[src/rtl/salru_pkg.sv]
// Package: shared constants for the LRU tag lookup block.
`timescale 1ns / 1ps
`default_nettype none
package salru_pkg;
  localparam int CFG_W = 4;
  localparam logic [1:0] REG_OFS_W = 2'd0;
  localparam logic [1:0] REG_IDX_W = 2'd1;
  localparam logic [1:0] REG_WAYS  = 2'd2;
  localparam logic CMD_LOAD  = 1'b0;
  localparam logic CMD_STORE = 1'b1;
endpackage
`default_nettype wire

[src/rtl/salru_front.sv]
// Front end: accepts accesses, splits the address into set and tag, queues them.
`timescale 1ns / 1ps
`default_nettype none
module salru_front import salru_pkg::*; #(
  parameter int ADDR_BITS = 24,
  parameter int SET_BITS  = 10,
  parameter int QDEPTH_LOG = 1
) (
  input  wire logic                 clk,
  input  wire logic                 rst_n,
  input  wire logic                 push,
  output logic                      full,
  input  wire logic                 cmd,
  input  wire logic [ADDR_BITS-1:0] address,
  input  wire logic [CFG_W-1:0]     ofs_w,
  input  wire logic [CFG_W-1:0]     idx_w,
  input  wire logic                 q_pop,
  output logic                      q_valid,
  output logic                      q_cmd,
  output logic [SET_BITS-1:0]       q_set,
  output logic [ADDR_BITS-1:0]      q_tag
);
  localparam int QD = 1 << QDEPTH_LOG;
  localparam int EW = 1 + SET_BITS + ADDR_BITS;

  logic [EW-1:0] q_mem_r [QD];
  logic [QDEPTH_LOG:0] wp_r, rp_r;
  logic [CFG_W-1:0] ib;
  logic [ADDR_BITS-1:0] sh, set_mask;
  logic [ADDR_BITS-1:0] tag;
  logic [SET_BITS-1:0] set;
  logic [5:0] tsh;

  // Clamp index width to what the set RAM holds.
  always_comb begin
    ib = (6'(idx_w) > 6'(SET_BITS)) ? CFG_W'(SET_BITS) : idx_w;
    sh = address >> ofs_w;
    set_mask = (ADDR_BITS'(1) << ib) - ADDR_BITS'(1);
    set = SET_BITS'(sh & set_mask);
    tsh = 6'(ofs_w) + 6'(ib);
    tag = (tsh >= 6'(ADDR_BITS)) ? '0 : (address >> tsh);
  end

  assign full = (wp_r[QDEPTH_LOG] != rp_r[QDEPTH_LOG]) &&
                (wp_r[QDEPTH_LOG-1:0] == rp_r[QDEPTH_LOG-1:0]);
  assign q_valid = (wp_r != rp_r);
  assign {q_cmd, q_set, q_tag} = q_mem_r[rp_r[QDEPTH_LOG-1:0]];

  always_ff @(posedge clk) begin
    if (!rst_n) begin
      wp_r <= '0;
      rp_r <= '0;
    end else begin
      if (push && !full) wp_r <= wp_r + 1'b1;
      if (q_pop && q_valid) rp_r <= rp_r + 1'b1;
    end
  end

  always_ff @(posedge clk) begin
    if (push && !full) q_mem_r[wp_r[QDEPTH_LOG-1:0]] <= {cmd, set, tag};
  end
endmodule
`default_nettype wire

[config.mk]
export PLATFORM = sky130hd
export DESIGN_NAME = salru_front
export DESIGN_NICKNAME = d
export VERILOG_FILES = /design/src/rtl/salru_pkg.sv /design/src/rtl/salru_front.sv
export SDC_FILE = /design/constraint.sdc
export NUM_CORES = 1
export LEC_CHECK = 0
export BUFFER_PORTS_ARGS = -buffer_cell sky130_fd_sc_hd__buf_2
export CAP_MARGIN = 20
export CORE_MARGIN = 2
export CORE_UTILIZATION = 40
export DETAILED_ROUTE_END_ITERATION = 6
export GPL_TIMING_DRIVEN = 0
export SLEW_MARGIN = 25
export SYNTH_ARGS = -nofsm -noshare
export SYNTH_HDL_FRONTEND = slang
export SYNTH_SLANG_ARGS = --single-unit
export TNS_END_PERCENT = 1
[constraint.sdc]
create_clock -name clk -period 3.6 [get_ports clk]
set_input_delay 0.18 -clock clk [delete_from_list [all_inputs] [get_ports clk]]
set_output_delay 0.18 -clock clk [all_outputs]
set_load 0.02 [all_outputs]
Word level (Yosys, flattened, before mapping)

Memories as Yosys holds them, arrays and structs flattened. A register that Yosys moved wholly into a read port is not among the register bits.
Cells that the tools add are included.

Memories kept: 1
Word-level logic and storage cells: 26
RAM bits: 70
Bits in registers: 4
Bits of input ports: 37

Multiplexer cells: 6
Add/subtract/negate cells: 4
Equal/unequal tests: 3
Reductions and logical operators: 4
Order comparisons: 2
Bitwise operators: 1
Shift operators: 3

Memory list:

| name    | words | bits a word | rd ports | clocked after Yosys merged registers in | write ports | line              | source |
|---|---|---|---|---|---|---|---|
| q_mem_r | 2     | 35          | 1        | 1                                       | 1           | salru_front.sv:26 | `logic [EW-1:0] q_mem_r [QD];` |

Operator list:

| kind                                                      | count |
|---|---|
| 2-to-1 mux 24 bit                                         | 1 |
| right shift 24 x 4 -> 10 bit                              | 1 |
| right shift 24 x 5 -> 24 bit                              | 1 |
| AND 10 bit                                                | 1 |
| left shift 1 x 4 -> 10 bit (first input constant)         | 1 |
| subtractor 10 x 2 -> 10 bit (second input constant)       | 1 |
| adder 4 x 4 -> 5 bit                                      | 1 |
| greater-or-equal comparator 5 bit (second input constant) | 1 |
| adder 2 x 1 -> 2 bit (second input constant)              | 2 |
| greater-than comparator 4 bit (second input constant)     | 1 |
| 2-to-1 mux 1 bit                                          | 4 |
| 2-to-1 mux 4 bit                                          | 1 |
| logical AND 1 bit                                         | 3 |
| != test 2 bit                                             | 1 |
| equality test 1 bit                                       | 1 |
| logical NOT 1 bit                                         | 1 |
| != test 1 bit                                             | 1 |

Longest topological paths before layout

Word-level depth: 6
Depth in mapped cells: 11
Depth with buffers taken out: 8

Worst setup path after synthesis

Ideal clock, no wire load.

Kind: in2reg
Start point: input port idx_w[2]
End point: memory q_mem_r[0][5] (netlist bit) (data pin)
Setup slack: 0.604 ns
Stages: 11
Setup time: 0.279 ns
Required time: 3.321 ns
Arrival: 2.717 ns
Cell sequence: clkbuf_1 o21ai_0 and2_1 ha_1 fa_1 buf_6 buf_12 mux2_2 mux4_2 o211ai_1 o311ai_1

Word-level cells in the longest chain between the ends: 5

RTL lines:

| item                                                                                     | line              | source |
|---|---|---|
| start: declaration                                                                       | salru_front.sv:16 | `input wire logic [CFG_W-1:0] idx_w,` |
| greater-than comparator 4 bit                                                            | salru_front.sv:36 | `ib = (6'(idx_w) > 6'(SET_BITS)) ? CFG_W'(SET_BITS) : idx_w;` |
| 2-to-1 mux 4 bit (*)                                                                     | salru_front.sv:36 |  |
| adder 4 x 4 -> 5 bit (*)                                                                 | salru_front.sv:40 | `tsh = 6'(ofs_w) + 6'(ib);` |
| right shift 24 x 5 -> 24 bit / greater-or-equal comparator 5 bit (equally long branches) | salru_front.sv:41 | `tag = (tsh >= 6'(ADDR_BITS)) ? '0 : (address >> tsh);` |
| 2-to-1 mux 24 bit (*)                                                                    | salru_front.sv:41 |  |
| named net tag[5]                                                                         | salru_front.sv:30 | `logic [ADDR_BITS-1:0] tag;` |
| end: declaration                                                                         | salru_front.sv:26 |  |

The timed path passes the listed nets; every way through them passes the cells marked *.

Final worst setup path

Start point: input port idx_w[3]
End point: memory q_mem_r[0][2] (netlist bit) (data pin)

Same word-level chain as after synthesis.

==> metrics <==
n_diodes 0; Clock Skews 0.00647 ns; Synthesized Nets 429; DR vias 3629; number of synthesized flops with an enable pin 70; final worst-path cycle share 0.878; CTS Buf Count 9; worst hold path cell count 1; asr flop ratio synth 0; Distinct cells, synth 48; Seq/Total Area, Yosys 0.421; Port Buffers 71; Final setup viols 0; max-cap viol count 0; Overall Global Routing Usage 0.175; Crit path required time 3.63 ns; drt via density 5.62; critical path arrival 3.19 ns; Yosys reg bits 75; CTS tree yes; Slew HR 0.587; hold_buf cts 0; Area after DPL 0.00585 mm²; Final nets 513; initial antenna violation count 0; Critical Path Stages 12; Post-Syn Area 0.00523 mm²; post-synthesis adder-cell area fraction 0.0158; first drt pass iteration count 5; Post-Synth Simple-Gate Area 0.0832; post-route cell area 0.00618 mm²; CP endpoint kind register; Least-Margin Pin Slew 0.616 ns; die area 0.0140 mm²; post-route ant nets 0; DRC violations left 0; Buffers & Inverters on Critical Path 4; average wire per standard cell 18.6 µm; Chip Width 118 µm; Clock transition at path regs 0.05 ns; number of global-route vias before repair 3623; achievable clock frequency 316 MHz; worst skew pair latency 0.32 ns; Worst VDD drop 0.265 mV; total setup buffers inserted after CTS 0; htree depth 3; most frequent CP cell o211ai_1; Worst setup SP type input pin; IO Pins 74; grt total ovfl 0; Leakage 2.31 nW; standard-cell rows 41; Crit-path slowest cell fa_1; Synth top cells by count edfxtp_1, mux2_2, mux4_2; RD Place Congestion 0.968; unrepaired setup endpoints after global routing no; Hold Path Class in -> reg; reg2reg path depth 4; pre-CTS WS 0.118 ns; Clock Path Buffers 2; Max FO, Critical Path 10; DP Wirelength 9420 µm; Sink Count 75; routed wire length 12000 µm; P per Cell Area 584 mW/mm²; post-synth top area share 0.402; root buf cell clkbuf_16; crit-path cells buf_2 -> clkbuf_1 -> o21ai_0 -> and2_1 -> ha_1 -> fa_1 -> buf_6 -> clkbuf_8 -> mux2_1 -> mux4_2 -> o211ai_1 -> o211ai_1; CTS resizes 0; Fin. Hold Viols 0; largest family of logic cells by synthesized area multiplexers; outcome finished, final reports clean; WS Path Type in -> reg; starting density of the core 0.413; Yosys top cell by area edfxtp_1; synth top area cells edfxtp_1, mux4_2, mux2_2; DIE HEIGHT 118 µm; first-pass GRT wire length 19300 µm; XOR/XNOR share of the synthesized area 0.0165; post-synthesis mux area share 0.337; share of layout cells above drive strength 1 0.411; Compound-Gate Fraction of Synth Area 0.0758; delay-heaviest family, CP multiplexers; Largest stage delay, worst path 0.52 ns; cell with the most instances after synthesis edfxtp_1; Ys Warns 0; dominant synthesized flop cell edfxtp_1; Min Clock Period, post-route 3.16 ns; core box area 0.0127 mm²; Iter 0 DRT Violations 178; area grow syn2layout 18.1%; Syn Area/Cell 13.6 µm²; cells after synthesis 386; Final Max Slew Viols 0; largest net degree at the start of global routing 25; setup ws final 0.439 ns
[logic make-up after synthesis]
group / Yosys count
AO/OA/AOI/OAI: 60
multiplexers: 122
XOR/XNOR: 9
buffers and inverters: 37
AND/OR/NAND/NOR: 77
adder cells (fa/ha/maj): 6
flip-flops: 75
[layout by cell type, fill, tap and decap left out, types with 5 or more instances in the layout]
cell type   n
buf_2      73
edfxtp_1   70
mux2_2     44
mux4_2     33
mux2i_1    30
clkbuf_1   16
o211ai_1   16
nor2b_1    14
a21oi_1    12
nor3_1     12
o21ai_0    11
and2_1     11
clkbuf_16   9
nor2_1      8
nand4_1     8
buf_6       7
mux2_4      7
a211oi_1    6
mux2_1      6
nand2_1     6
nand3_1     5
clkbuf_8    5
ha_1        5
dfxtp_1     5
[final cells by class]
| class | instances | area (µm²) |
|---|---|---|
| Tap cell | 172 | 215 |
| Inverter | 5 | 18.8 |
| Multi-Input combinational cell | 274 | 2770 |
| Fill cell | 1121 | 6490 |
| Clock inverter | 6 | 105 |
| Buffer | 32 | 245 |
| Clock buffer | 9 | 225 |
| Timing Repair Buffer | 73 | 395 |
| Sequential cell | 75 | 2200 |
[path summary, 6_finish.rpt]
kind	from	slack [ns]	to
min	cmd	0.05	q_mem_r[0][34]
max	idx_w[3]	0.44	q_mem_r[0][2]
max reg2reg	wp_r[0]	1.63	q_mem_r[0][3]
min reg2reg	wp_r[1]	0.63	wp_r[1]
[through the flow]
step,util,setup TNS [ns],hold WS (ns),instances,power [mW]
3_5_place_dp,0.462,0,0.382,631,2.64
6_report,0.488,0,0.0528,646,3.61
4_1_cts,0.488,0,0.0439,646,3.63
2_1_floorplan,-,0,0.279,386,2.24
3_3_place_gp,0.458,-2.94,0.370,629,2.61
5_1_grt,0.488,0,0.0395,646,3.78
[power breakdown]
group,switching [mW],internal [mW]
clock,0.324,0.668
combinational,0.800,0.635
sequential,0.0363,1.14
[metal layers]
metal / GRT usage / up-vias / share of wire
met4: 0.0550 / 0 / 0.0077
met5: 0 / - / 0
met2: 0.275 / 130 / 0.47
met1: 0.243 / 1789 / 0.46
li1: - / 1704 / -
met3: 0.0386 / 6 / 0.064
[flip-flops by register name (all words and copies together) (netlist names), named ones only]
signal,cells
wp_r,2
rp_r,2
q_mem_r,70
(Power assumes the default switching activity.)
